<file path="src/hw/rtl/address_registration_table_assert.svh">
// Assertion macros for the address registration table sequencer.
`ifndef ADDRESS_REGISTRATION_TABLE_ASSERT_SVH
`define ADDRESS_REGISTRATION_TABLE_ASSERT_SVH
`ifndef NO_ASSERTIONS
// Same-cycle implication, sampled on clk, off during reset.
`define ART_ASSERT_IMPL(lbl, ante, cons) \
	lbl: assert property (@(posedge clk) disable iff (!arst_n) (ante) |-> (cons)) \
		else $error("address registration table: check failed");
// Next-cycle implication, sampled on clk, off during reset.
`define ART_ASSERT_NEXT(lbl, ante, cons) \
	lbl: assert property (@(posedge clk) disable iff (!arst_n) (ante) |=> (cons)) \
		else $error("address registration table: check failed");
`else
`define ART_ASSERT_IMPL(lbl, ante, cons)
`define ART_ASSERT_NEXT(lbl, ante, cons)
`endif
`endif

</file>
<file path="src/hw/rtl/art_pkg.sv">
// Types, codes and defaults of the address registration table.
package art_pkg;

	// Default sizes
	localparam int DEF_TABLE_ENTRIES = 8;
	localparam int DEF_ROUTER_COUNT  = 4;

	// Operation codes
	localparam logic [2:0] OP_ADD        = 3'd0;
	localparam logic [2:0] OP_REMOVE     = 3'd1;
	localparam logic [2:0] OP_LOOKUP     = 3'd2;
	localparam logic [2:0] OP_PURGE_RTR  = 3'd3;
	localparam logic [2:0] OP_PURGE_ADDR = 3'd4;
	localparam logic [2:0] OP_COUNT      = 3'd5;

	// Registration states
	localparam logic [1:0] RS_GC         = 2'd0;
	localparam logic [1:0] RS_TENTATIVE  = 2'd1;
	localparam logic [1:0] RS_REGISTERED = 2'd2;
	localparam logic [1:0] RS_UNREGISTER = 2'd3;

	// Configuration register indexes and reset value
	localparam logic       REG_GC_LIFETIME   = 1'b0;
	localparam logic       REG_TENT_LIFETIME = 1'b1;
	localparam logic [15:0] LIFETIME_RESET   = 16'd20;

	// One table entry as stored in memory
	typedef struct packed {
		logic [63:0] addr_hi;
		logic [63:0] addr_lo;
		logic [1:0]  router;
		logic [1:0]  state;
		logic [15:0] lifetime;
		logic [63:0] mac;
	} entry_t;

	localparam int ENTRY_W = $bits(entry_t);

	// Flags from the compare unit
	typedef struct packed {
		logic addr_eq;
		logic rtr_eq;
		logic is_gc;
		logic is_reg;
	} match_t;

	// Sequencer states
	typedef enum logic [3:0] {
		ST_IDLE  = 4'b0001,
		ST_SCAN  = 4'b0010,
		ST_WRITE = 4'b0100,
		ST_RESP  = 4'b1000
	} state_t;

endpackage

</file>
<file path="src/hw/rtl/art_ram.sv">
// Generic single-write, single-read RAM with registered read data.
module art_ram #(
	parameter int WIDTH = 8,
	parameter int DEPTH = 8,
	parameter int AW    = (DEPTH > 1) ? $clog2(DEPTH) : 1
) (
	input  logic             clk,
	input  logic             we,
	input  logic [AW-1:0]    waddr,
	input  logic [WIDTH-1:0] wdata,
	input  logic             re,
	input  logic [AW-1:0]    raddr,
	output logic [WIDTH-1:0] rdata
);

	logic [WIDTH-1:0] mem_q [DEPTH];

	// Write one word, read one word
	always_ff @(posedge clk) begin
		if (we) begin
			mem_q[waddr] <= wdata;
		end
		if (re) begin
			rdata <= mem_q[raddr];
		end
	end

endmodule

</file>
<file path="src/hw/rtl/art_match.sv">
// Shared compare unit: checks one stored entry against the request key.
module art_match (
	input  art_pkg::entry_t ent,
	input  logic [63:0]     key_hi,
	input  logic [63:0]     key_lo,
	input  logic [1:0]      key_rtr,
	output art_pkg::match_t flags
);

	// Compare address, router and state
	always_comb begin
		flags.addr_eq = (ent.addr_hi == key_hi) && (ent.addr_lo == key_lo);
		flags.rtr_eq  = (ent.router == key_rtr);
		flags.is_gc   = (ent.state == art_pkg::RS_GC);
		flags.is_reg  = (ent.state == art_pkg::RS_REGISTERED);
	end

endmodule

</file>
<file path="src/hw/rtl/art_seq.sv">
// Sequencer: scans the table one entry a cycle through the compare unit.
module art_seq #(
	parameter int TABLE_ENTRIES = art_pkg::DEF_TABLE_ENTRIES,
	parameter int ROUTER_COUNT  = art_pkg::DEF_ROUTER_COUNT,
	parameter int IW = (TABLE_ENTRIES > 1) ? $clog2(TABLE_ENTRIES) : 1
) (
	input  logic                        clk,
	input  logic                        arst_n,
	input  logic                        start,
	output logic                        busy,
	output logic                        done,
	input  logic [2:0]                  op,
	input  logic [63:0]                 addr_hi,
	input  logic [63:0]                 addr_lo,
	input  logic [1:0]                  router,
	input  logic                        router_valid,
	input  logic [1:0]                  reg_state,
	input  logic [15:0]                 lifetime,
	input  logic [63:0]                 mac,
	input  logic [2:0]                  slot,
	input  logic [15:0]                 gc_life,
	input  logic [15:0]                 tent_life,
	output logic                        hit,
	output logic [2:0]                  slot_out,
	output logic [1:0]                  found_state,
	output logic [15:0]                 found_lifetime,
	output logic [63:0]                 found_mac,
	output logic [7:0]                  router_count,
	output logic                        ram_we,
	output logic [IW-1:0]               ram_waddr,
	output logic [art_pkg::ENTRY_W-1:0] ram_wdata,
	output logic                        ram_re,
	output logic [IW-1:0]               ram_raddr,
	input  logic [art_pkg::ENTRY_W-1:0] ram_rdata
);

	`include "address_registration_table_assert.svh"

	localparam int CW = $clog2(TABLE_ENTRIES + 1);
	localparam int RW = (ROUTER_COUNT > 1) ? $clog2(ROUTER_COUNT) : 1;

	art_pkg::state_t state_q, state_d;

	// Control state
	logic            used_q [TABLE_ENTRIES];
	logic [7:0]      cnt_q  [ROUTER_COUNT];
	logic            pend_s1;
	logic [IW-1:0]   pidx_s1;
	logic [CW-1:0]   iss_q;
	logic [IW-1:0]   last_q;
	logic            have_q;
	logic [IW-1:0]   pick_q;

	// Captured request
	logic [2:0]      op_q;
	logic [63:0]     key_hi_q;
	logic [63:0]     key_lo_q;
	logic [1:0]      rtr_q;
	logic            rvalid_q;
	logic            rok_q;
	logic [1:0]      rstate_q;
	logic [15:0]     life_q;
	logic [63:0]     mac_q;

	// Result
	logic            hit_q;
	logic [2:0]      slot_q;
	logic [1:0]      fstate_q;
	logic [15:0]     flife_q;
	logic [63:0]     fmac_q;

	// Combinational decisions
	art_pkg::entry_t ent;
	art_pkg::entry_t marked;
	art_pkg::entry_t new_ent;
	art_pkg::match_t mf;
	logic            accept;
	logic            rok_in;
	logic            scan_in;
	logic [CW-1:0]   first_in;
	logic [IW-1:0]   last_in;
	logic [15:0]     life_in;
	logic            issue;
	logic            eval;
	logic            u;
	logic            take_pick;
	logic            stop_now;
	logic            do_drop;
	logic            do_mark;
	logic            do_hit;
	logic            leave;
	logic            do_add;
	logic            dr_ok;
	logic [RW-1:0]   dr_idx;
	logic [RW-1:0]   rt_idx;

	art_match u_match (
		.ent     (ent),
		.key_hi  (key_hi_q),
		.key_lo  (key_lo_q),
		.key_rtr (rtr_q),
		.flags   (mf)
	);

	assign busy   = (state_q != art_pkg::ST_IDLE);
	assign done   = (state_q == art_pkg::ST_RESP);
	assign accept = start && !busy;
	assign rok_in = (32'(router) < ROUTER_COUNT);
	assign rt_idx = RW'(rtr_q);

	// Decode the request at accept: scan range and stored lifetime
	always_comb begin
		scan_in  = 1'b0;
		first_in = '0;
		last_in  = IW'(TABLE_ENTRIES - 1);
		case (op)
			art_pkg::OP_ADD:        scan_in = rok_in;
			art_pkg::OP_LOOKUP:     scan_in = rok_in;
			art_pkg::OP_PURGE_RTR:  scan_in = rok_in;
			art_pkg::OP_PURGE_ADDR: scan_in = 1'b1;
			art_pkg::OP_REMOVE: begin
				scan_in  = (32'(slot) < TABLE_ENTRIES);
				first_in = CW'(slot);
				last_in  = IW'(slot);
			end
			default: scan_in = 1'b0;
		endcase
		case (reg_state)
			art_pkg::RS_GC:        life_in = gc_life;
			art_pkg::RS_TENTATIVE: life_in = tent_life;
			default:               life_in = lifetime;
		endcase
	end

	// Evaluate the entry read in the previous cycle
	always_comb begin
		ent       = art_pkg::entry_t'(ram_rdata);
		u         = used_q[pidx_s1];
		issue     = (state_q == art_pkg::ST_SCAN) && (iss_q <= CW'(last_q));
		eval      = (state_q == art_pkg::ST_SCAN) && pend_s1;
		take_pick = 1'b0;
		stop_now  = 1'b0;
		do_drop   = 1'b0;
		do_mark   = 1'b0;
		do_hit    = 1'b0;
		if (eval) begin
			case (op_q)
				art_pkg::OP_ADD: begin
					if (!u) begin
						take_pick = 1'b1;
						stop_now  = 1'b1;
					end else if (mf.is_gc) begin
						take_pick = 1'b1;
					end
				end
				art_pkg::OP_REMOVE: do_drop = u;
				art_pkg::OP_LOOKUP: begin
					if (u && mf.addr_eq && mf.rtr_eq) begin
						do_hit   = 1'b1;
						stop_now = 1'b1;
					end
				end
				art_pkg::OP_PURGE_RTR: do_drop = u && mf.rtr_eq;
				art_pkg::OP_PURGE_ADDR: begin
					if (u && mf.addr_eq) begin
						if (mf.is_reg) begin
							do_mark = 1'b1;
						end else begin
							do_drop = 1'b1;
						end
					end
				end
				default: ;
			endcase
		end
		leave  = eval && (stop_now || (pidx_s1 == last_q));
		dr_ok  = (32'(ent.router) < ROUTER_COUNT);
		dr_idx = RW'(ent.router);
	end

	// Memory port: issue scan reads; demote a registered entry, or store the added one
	always_comb begin
		marked           = ent;
		marked.state     = art_pkg::RS_UNREGISTER;
		new_ent.addr_hi  = key_hi_q;
		new_ent.addr_lo  = key_lo_q;
		new_ent.router   = rtr_q;
		new_ent.state    = rstate_q;
		new_ent.lifetime = life_q;
		new_ent.mac      = mac_q;
		do_add    = (state_q == art_pkg::ST_WRITE) && (op_q == art_pkg::OP_ADD) && have_q;
		ram_we    = do_mark || do_add;
		ram_waddr = do_mark ? pidx_s1 : pick_q;
		ram_wdata = do_mark ? marked : new_ent;
		ram_re    = issue;
		ram_raddr = iss_q[IW-1:0];
	end

	// Next state
	always_comb begin
		state_d = state_q;
		case (state_q)
			art_pkg::ST_IDLE: begin
				if (accept) begin
					state_d = scan_in ? art_pkg::ST_SCAN : art_pkg::ST_RESP;
				end
			end
			art_pkg::ST_SCAN:  if (leave) state_d = art_pkg::ST_WRITE;
			art_pkg::ST_WRITE: state_d = art_pkg::ST_RESP;
			art_pkg::ST_RESP:  state_d = art_pkg::ST_IDLE;
			default:           state_d = art_pkg::ST_IDLE;
		endcase
	end

	// Control registers: state, scan pointer, used bits, counters
	always_ff @(posedge clk or negedge arst_n) begin
		if (!arst_n) begin
			state_q <= art_pkg::ST_IDLE;
			pend_s1 <= 1'b0;
			iss_q   <= '0;
			have_q  <= 1'b0;
			for (int i = 0; i < TABLE_ENTRIES; i++) begin
				used_q[i] <= 1'b0;
			end
			for (int i = 0; i < ROUTER_COUNT; i++) begin
				cnt_q[i] <= '0;
			end
		end else begin
			state_q <= state_d;
			pend_s1 <= issue && !leave;
			if (accept) begin
				iss_q  <= first_in;
				have_q <= 1'b0;
			end else if (issue) begin
				iss_q <= iss_q + CW'(1);
			end
			if (take_pick) begin
				have_q <= 1'b1;
			end
			// drop an entry and count its router down
			if (do_drop) begin
				used_q[pidx_s1] <= 1'b0;
				if (dr_ok) begin
					cnt_q[dr_idx] <= cnt_q[dr_idx] - 8'd1;
				end
			end
			// place the new entry and count its router up
			if (do_add) begin
				used_q[pick_q] <= 1'b1;
				cnt_q[rt_idx]  <= cnt_q[rt_idx] + 8'd1;
			end
		end
	end

	// Payload registers: request, scan stage index, result
	always_ff @(posedge clk) begin
		if (issue) begin
			pidx_s1 <= iss_q[IW-1:0];
		end
		if (take_pick) begin
			pick_q <= pidx_s1;
		end
		if (accept) begin
			op_q     <= op;
			key_hi_q <= addr_hi;
			key_lo_q <= addr_lo;
			rtr_q    <= router;
			rvalid_q <= router_valid;
			rok_q    <= rok_in;
			rstate_q <= reg_state;
			life_q   <= life_in;
			mac_q    <= mac;
			last_q   <= last_in;
			hit_q    <= 1'b0;
			slot_q   <= '0;
			fstate_q <= '0;
			flife_q  <= '0;
			fmac_q   <= '0;
		end
		if (do_hit) begin
			hit_q    <= 1'b1;
			slot_q   <= 3'(pidx_s1);
			fstate_q <= ent.state;
			flife_q  <= ent.lifetime;
			fmac_q   <= ent.mac;
		end
		if (do_add) begin
			hit_q    <= 1'b1;
			slot_q   <= 3'(pick_q);
			fstate_q <= rstate_q;
			flife_q  <= life_q;
			fmac_q   <= mac_q;
		end
	end

	// Drive the result transfer
	assign hit            = hit_q;
	assign slot_out       = slot_q;
	assign found_state    = fstate_q;
	assign found_lifetime = flife_q;
	assign found_mac      = fmac_q;
	assign router_count   = (rvalid_q && rok_q) ? cnt_q[rt_idx] : 8'd0;

	// Checks
	`ART_ASSERT_NEXT(a_accept_busy, accept, busy)
	`ART_ASSERT_NEXT(a_done_pulse, done, !done)
	`ART_ASSERT_IMPL(a_hit_op, done && hit, op_q == art_pkg::OP_ADD || op_q == art_pkg::OP_LOOKUP)
	`ART_ASSERT_IMPL(a_pend_scan, pend_s1, state_q == art_pkg::ST_SCAN)

endmodule

</file>
<file path="src/hw/rtl/address_registration_table.sv">
// Top level of the address registration table: config port, table memory, sequencer.
//
// Channel   Direction  Handshake                       Payload
// request   in         start && !busy                  op, addr_hi, addr_lo, router, ...
// result    out        done, one cycle, no stall       hit, slot_out, found_*, router_count
// config    in         psel && penable && pwrite       paddr, pwdata (prdata on read)
//
// Add, lookup and the purges scan the table, one scan read a cycle from the table
// memory; add stops at the first free slot and lookup at the first match. Remove reads
// only its own slot, and any other item goes straight to the result.
// busy holds through the done cycle, so a new transfer is taken in the cycle after done at best.
// Reset clears the used bits and router counters at once; no clearing pass.
// The receiver cannot stall: done marks a result for exactly one cycle.
module address_registration_table #(
	parameter int TABLE_ENTRIES = art_pkg::DEF_TABLE_ENTRIES,
	parameter int ROUTER_COUNT  = art_pkg::DEF_ROUTER_COUNT
) (
	input  logic        clk,
	input  logic        arst_n,
	input  logic        start,
	output logic        busy,
	input  logic [2:0]  op,
	input  logic [63:0] addr_hi,
	input  logic [63:0] addr_lo,
	input  logic [1:0]  router,
	input  logic        router_valid,
	input  logic [1:0]  reg_state,
	input  logic [15:0] lifetime,
	input  logic [63:0] mac,
	input  logic [2:0]  slot,
	output logic        done,
	output logic        hit,
	output logic [2:0]  slot_out,
	output logic [1:0]  found_state,
	output logic [15:0] found_lifetime,
	output logic [63:0] found_mac,
	output logic [7:0]  router_count,
	input  logic        psel,
	input  logic        penable,
	input  logic        pwrite,
	input  logic [2:0]  paddr,
	input  logic [31:0] pwdata,
	output logic [31:0] prdata,
	output logic        pready
);

	localparam int IW = (TABLE_ENTRIES > 1) ? $clog2(TABLE_ENTRIES) : 1;

	logic [15:0] gc_life_q;
	logic [15:0] tent_life_q;
	logic        cfg_wr;

	logic                        ram_we;
	logic [IW-1:0]               ram_waddr;
	logic [art_pkg::ENTRY_W-1:0] ram_wdata;
	logic                        ram_re;
	logic [IW-1:0]               ram_raddr;
	logic [art_pkg::ENTRY_W-1:0] ram_rdata;

	assign pready = 1'b1;
	assign cfg_wr = psel && penable && pwrite && pready;

	// Take a configuration transfer
	always_ff @(posedge clk or negedge arst_n) begin
		if (!arst_n) begin
			gc_life_q   <= art_pkg::LIFETIME_RESET;
			tent_life_q <= art_pkg::LIFETIME_RESET;
		end else if (cfg_wr) begin
			if (paddr[2] == art_pkg::REG_GC_LIFETIME) begin
				gc_life_q <= pwdata[15:0];
			end else begin
				tent_life_q <= pwdata[15:0];
			end
		end
	end

	// Return register contents on read
	assign prdata = (paddr[2] == art_pkg::REG_GC_LIFETIME) ? {16'd0, gc_life_q}
	                                                       : {16'd0, tent_life_q};

	art_ram #(
		.WIDTH (art_pkg::ENTRY_W),
		.DEPTH (TABLE_ENTRIES),
		.AW    (IW)
	) u_table (
		.clk   (clk),
		.we    (ram_we),
		.waddr (ram_waddr),
		.wdata (ram_wdata),
		.re    (ram_re),
		.raddr (ram_raddr),
		.rdata (ram_rdata)
	);

	art_seq #(
		.TABLE_ENTRIES (TABLE_ENTRIES),
		.ROUTER_COUNT  (ROUTER_COUNT),
		.IW            (IW)
	) u_seq (
		.clk            (clk),
		.arst_n         (arst_n),
		.start          (start),
		.busy           (busy),
		.done           (done),
		.op             (op),
		.addr_hi        (addr_hi),
		.addr_lo        (addr_lo),
		.router         (router),
		.router_valid   (router_valid),
		.reg_state      (reg_state),
		.lifetime       (lifetime),
		.mac            (mac),
		.slot           (slot),
		.gc_life        (gc_life_q),
		.tent_life      (tent_life_q),
		.hit            (hit),
		.slot_out       (slot_out),
		.found_state    (found_state),
		.found_lifetime (found_lifetime),
		.found_mac      (found_mac),
		.router_count   (router_count),
		.ram_we         (ram_we),
		.ram_waddr      (ram_waddr),
		.ram_wdata      (ram_wdata),
		.ram_re         (ram_re),
		.ram_raddr      (ram_raddr),
		.ram_rdata      (ram_rdata)
	);

endmodule

</file>
<file path="config.mk">
export PLATFORM = sky130hd
export DESIGN_NAME = address_registration_table
export DESIGN_NICKNAME = d
export VERILOG_FILES = /design/src/hw/rtl/art_pkg.sv /design/src/hw/rtl/art_ram.sv /design/src/hw/rtl/art_match.sv /design/src/hw/rtl/art_seq.sv /design/src/hw/rtl/address_registration_table.sv
export VERILOG_INCLUDE_DIRS = /design/src /design/src/hw/rtl
export SDC_FILE = /design/constraint.sdc
export NUM_CORES = 2
export LEC_CHECK = 0
export BUFFER_PORTS_ARGS = -buffer_cell sky130_fd_sc_hd__buf_2
export CORE_AREA = 5 5 489 491
export DETAILED_ROUTE_END_ITERATION = 8
export DIE_AREA = 0 0 494 496
export GPL_TIMING_DRIVEN = 0
export PLACE_DENSITY = 0.57
export SYNTH_ARGS = -nofsm -noshare
export SYNTH_HDL_FRONTEND = slang
export SYNTH_SLANG_ARGS = --single-unit
</file>
<file path="constraint.sdc">
create_clock -name clk -period 27.7 [get_ports clk]
set_clock_uncertainty 0.15 [all_clocks]
set_input_delay 6.925 -clock clk [delete_from_list [all_inputs] [get_ports clk]]
set_output_delay 6.925 -clock clk [all_outputs]
set_load 0.03 [all_outputs]
</file>
==> flow_metrics.py <==
metrics = {
    "floorplan": {
        "chipHeight_um": 496,
        "start_util": 0.3770,
        "dieArea_mm2": 0.2450,
        "die_w_um": 494,
        "core_area_mm2": 0.2343,
        "fp-row-count": 178,
        "design.portCount": 389,
    },
    "detailed_routing": {
        "drt-initial-drc-count": 4219,
        "viasPerCell": 5.173,
        "drt-wirelength-per-cell_um": 26.70,
        "num_vias": 42220,
        "detail-route-antenna-nets": 0,
        "totalWireLength_mm": 217.9,
        "drt-pass1-iter-count": 6,
        "drc": 0,
    },
    "yosys": {
        "synth_common_cells": "edfxtp_1, mux4_2, mux2_2",
        "synth.most_common_cell": "edfxtp_1",
        "synth_compound_area_frac": 0.01772,
        "synth_flop_cell": "edfxtp_1",
        "synth.top_cells.by_area": "edfxtp_1, mux4_2, mux2_2",
        "ys_ff_latch": 2301,
        "synth_top_area_share": 0.7540,
        "synth_edf_count": 2218,
        "synth_fa_ha_area_frac": 0.0008499,
        "synth_mux_area_frac": 0.1588,
        "yosys_warnings": 0,
        "syn-instance-count": 4020,
        "yosys.area.top_type": "edfxtp_1",
        "synth-xor-area-share": 0.01458,
        "synthArstFlopShare": 0.03564,
        "syn_area_mm2": 0.08833,
        "synthSimpleGateAreaFrac": 0.01337,
        "avgSynthCellArea_um2": 21.97,
        "ys_seq_area_frac": 0.7775,
        "ys_types": 68,
        "synth_top_family_by_area": "multiplexers",
    },
    "cts": {
        "cts_root_buffer": "clkbuf_16",
        "cts_max_level": 4,
        "holdBufCountCts": 0,
        "cts_tree": "done",
        "cts_buffer_depth": 3,
        "clk_pin_slew_ns": 0.06,
        "post_cts_resized": 0,
        "post_cts_buffers": 0,
        "cts_num_sinks": 2301,
        "numCtsBuffers": 233,
        "insertion_delay_ns": 0.88,
    },
    "sta": {
        "layout_min_cycle_time_ns": 15.57,
        "fin_setup_tns_ns": 0,
        "clock.fmax_mhz": 64.24,
        "tightest_slew_ns": 1.372,
        "period_share": 0.5620,
        "hold_violations": 0,
        "rsz0062_at_grt": "false",
        "setup_slack_ns": 12.13,
        "slew_headroom": 0.08547,
        "setup_violations": 0,
        "slew_violations": 0,
    },
    "worst_setup_path": {
        "path_cells": "clkbuf_1 -> buf_1 -> mux2_2 -> buf_2",
        "crit_slowest_cell": "buf_1",
        "critPathMaxStageDelay_ns": 0.59,
        "critical_path_class": "primary input to primary output",
        "crit_path_start_kind": "primary input",
        "cp.required_ns": 20.63,
        "cp.arrival_ns": 8.49,
        "crit_path_max_fanout": 10,
        "cp-end-kind": "primary output",
    },
    "global_route": {
        "antenna_found_initial": 12,
        "grt_max_degree": 73,
        "grt_pass1_wl_mm": 313.4,
        "grt_pass1_vias": 43830,
        "gr-usage-all-layers": 0.1760,
        "grt-ovfl-total": 0,
    },
    "pwr": {
        "finalPower_uw": 6910,
        "power_density_mw_per_mm2": 65.99,
        "ir_drop_mv": 0.05282,
        "power.leakage_uw": 0.03484,
    },
    "cells_and_area": {
        "drive_gt1_frac": 0.3484,
        "area_growth_pct": 18.55,
        "nets": 5084,
        "fin_area_mm2": 0.1047,
        "fin_util": 0.4469,
    },
    "place": {
        "gp_congestion": 0.7917,
        "place_ws_ns": 12.07,
        "io_buffers": 352,
        "hpwlAfterDp_mm": 147.6,
        "dpl_cell_area_mm2": 0.09732,
    },
    "job": {
        "cap_violations": 0,
    },
    "min_path": {
        "hold_class": "register to register",
    },
    "run_status": {
        "status": "complete, no violations",
    },
}
[routing by layer]
layer	GRT usage	wire, um
met4	0.04374	4887
met5	0.004440	0
met1	0.2536	97260
met3	0.02969	12630
met2	0.2806	103200
[per-stage QoR]
step,std cells,hold slack [ns]
after floorplan,4035,0.2991
after global placement,7537,0.3289
after detailed placement,7733,0.3336
after CTS,8159,0.3498
after global routing,8161,0.3704
final,8162,0.3489
[cells in the final DEF, fill, tap and decap left out, types with 7 or more instances in the layout]
cell type and n:
buf_4 68, conb_1 17, mux2i_1 27, and3_1 10, clkbuf_16 233, nand3_1 13
inv_1 22, nand2_1 39, buf_1 61, a22o_1 85, nand4_1 25, a211oi_1 10
buf_16 36, a221oi_1 10, or2_2 8, clkinvlp_4 9, bufinv_16 17, xnor2_1 90
o22ai_1 8, xor2_1 57, nor3_1 26, buf_6 41, buf_8 62, mux2_2 342
buf_12 27, clkinv_2 42, nand2b_1 9, edfxtp_1 2218, clkinv_4 7, nor4_1 18
clkinv_1 46, nor2_1 27, clkbuf_1 272, and2_1 9, o21ai_0 26, inv_6 9
buf_2 355, dfrtp_1 77, mux4_2 440
[power breakdown]
part / internal [uW] / switching (uW)
Clock: 1710 / 1340
Sequential: 3770 / 7.08
Combinational: 33.8 / 44.2
[flip-flops by register name (all words and copies together) (netlist names), 32 cells and up]
| register | flops |
|---|---|
| u_seq.found_mac | 64 |
| u_table.rdata | 212 |
| u_seq.key_hi_q | 64 |
| u_table.mem_q | 1696 |
| u_seq.mac_q | 64 |
| u_seq.key_lo_q | 64 |
| u_seq.cnt_q | 32 |
[cell type report]
cell class / instances / area, um^2
multi-input combinational: 1385 / 18320
clock inverter: 139 / 1321
sequential: 2301 / 68680
antenna: 3 / 7.507
tap: 3150 / 3941
inverter: 23 / 91.34
clock buffer: 287 / 6063
fill: 19980 / 129600
buffer: 326 / 1420
timing repair buffer: 548 / 4865
[kinds of logic (layout without fill, tap and decap cells)]
family	after synthesis	in the layout
multiplexers	809	809
flip-flops	2301	2301
adder cells (fa/ha/maj)	6	6
AND/OR/NAND/NOR	215	215
AO/OA/AOI/OAI	191	191
other	2	20
XOR/XNOR	147	147
buffers and inverters	349	1323
[worst max-delay path, delay by kind of cell]
family / cells / cell delay (ns)
buffers and inverters: 3 / 1.14
muxes: 1 / 0.42
[path summary, 6_finish.rpt]
kind,startpoint,end,slack [ns],cells past startpoint
max,paddr[2],prdata[12],12.13,4
min,u_seq.iss_q[0]$_DFFE_PN0P_,u_seq.pidx_s1[0]$_DFFE_PP_,0.35,0
max reg2reg,u_seq.key_lo_q[20]$_DFFE_PP_,u_table.mem_q[0][110]$_DFFE_PP_,20.88,16
min reg2reg,u_seq.iss_q[0]$_DFFE_PN0P_,u_seq.pidx_s1[0]$_DFFE_PP_,0.35,0
max in group asynchronous,arst_n,u_seq.state_q[0]$_DFFE_PN1P_,20.80,2
min in group asynchronous,arst_n,u_seq.cnt_q[27]$_DFF_PN0_,5.89,1
No activity file was read; power rests on OpenSTA's default activity.
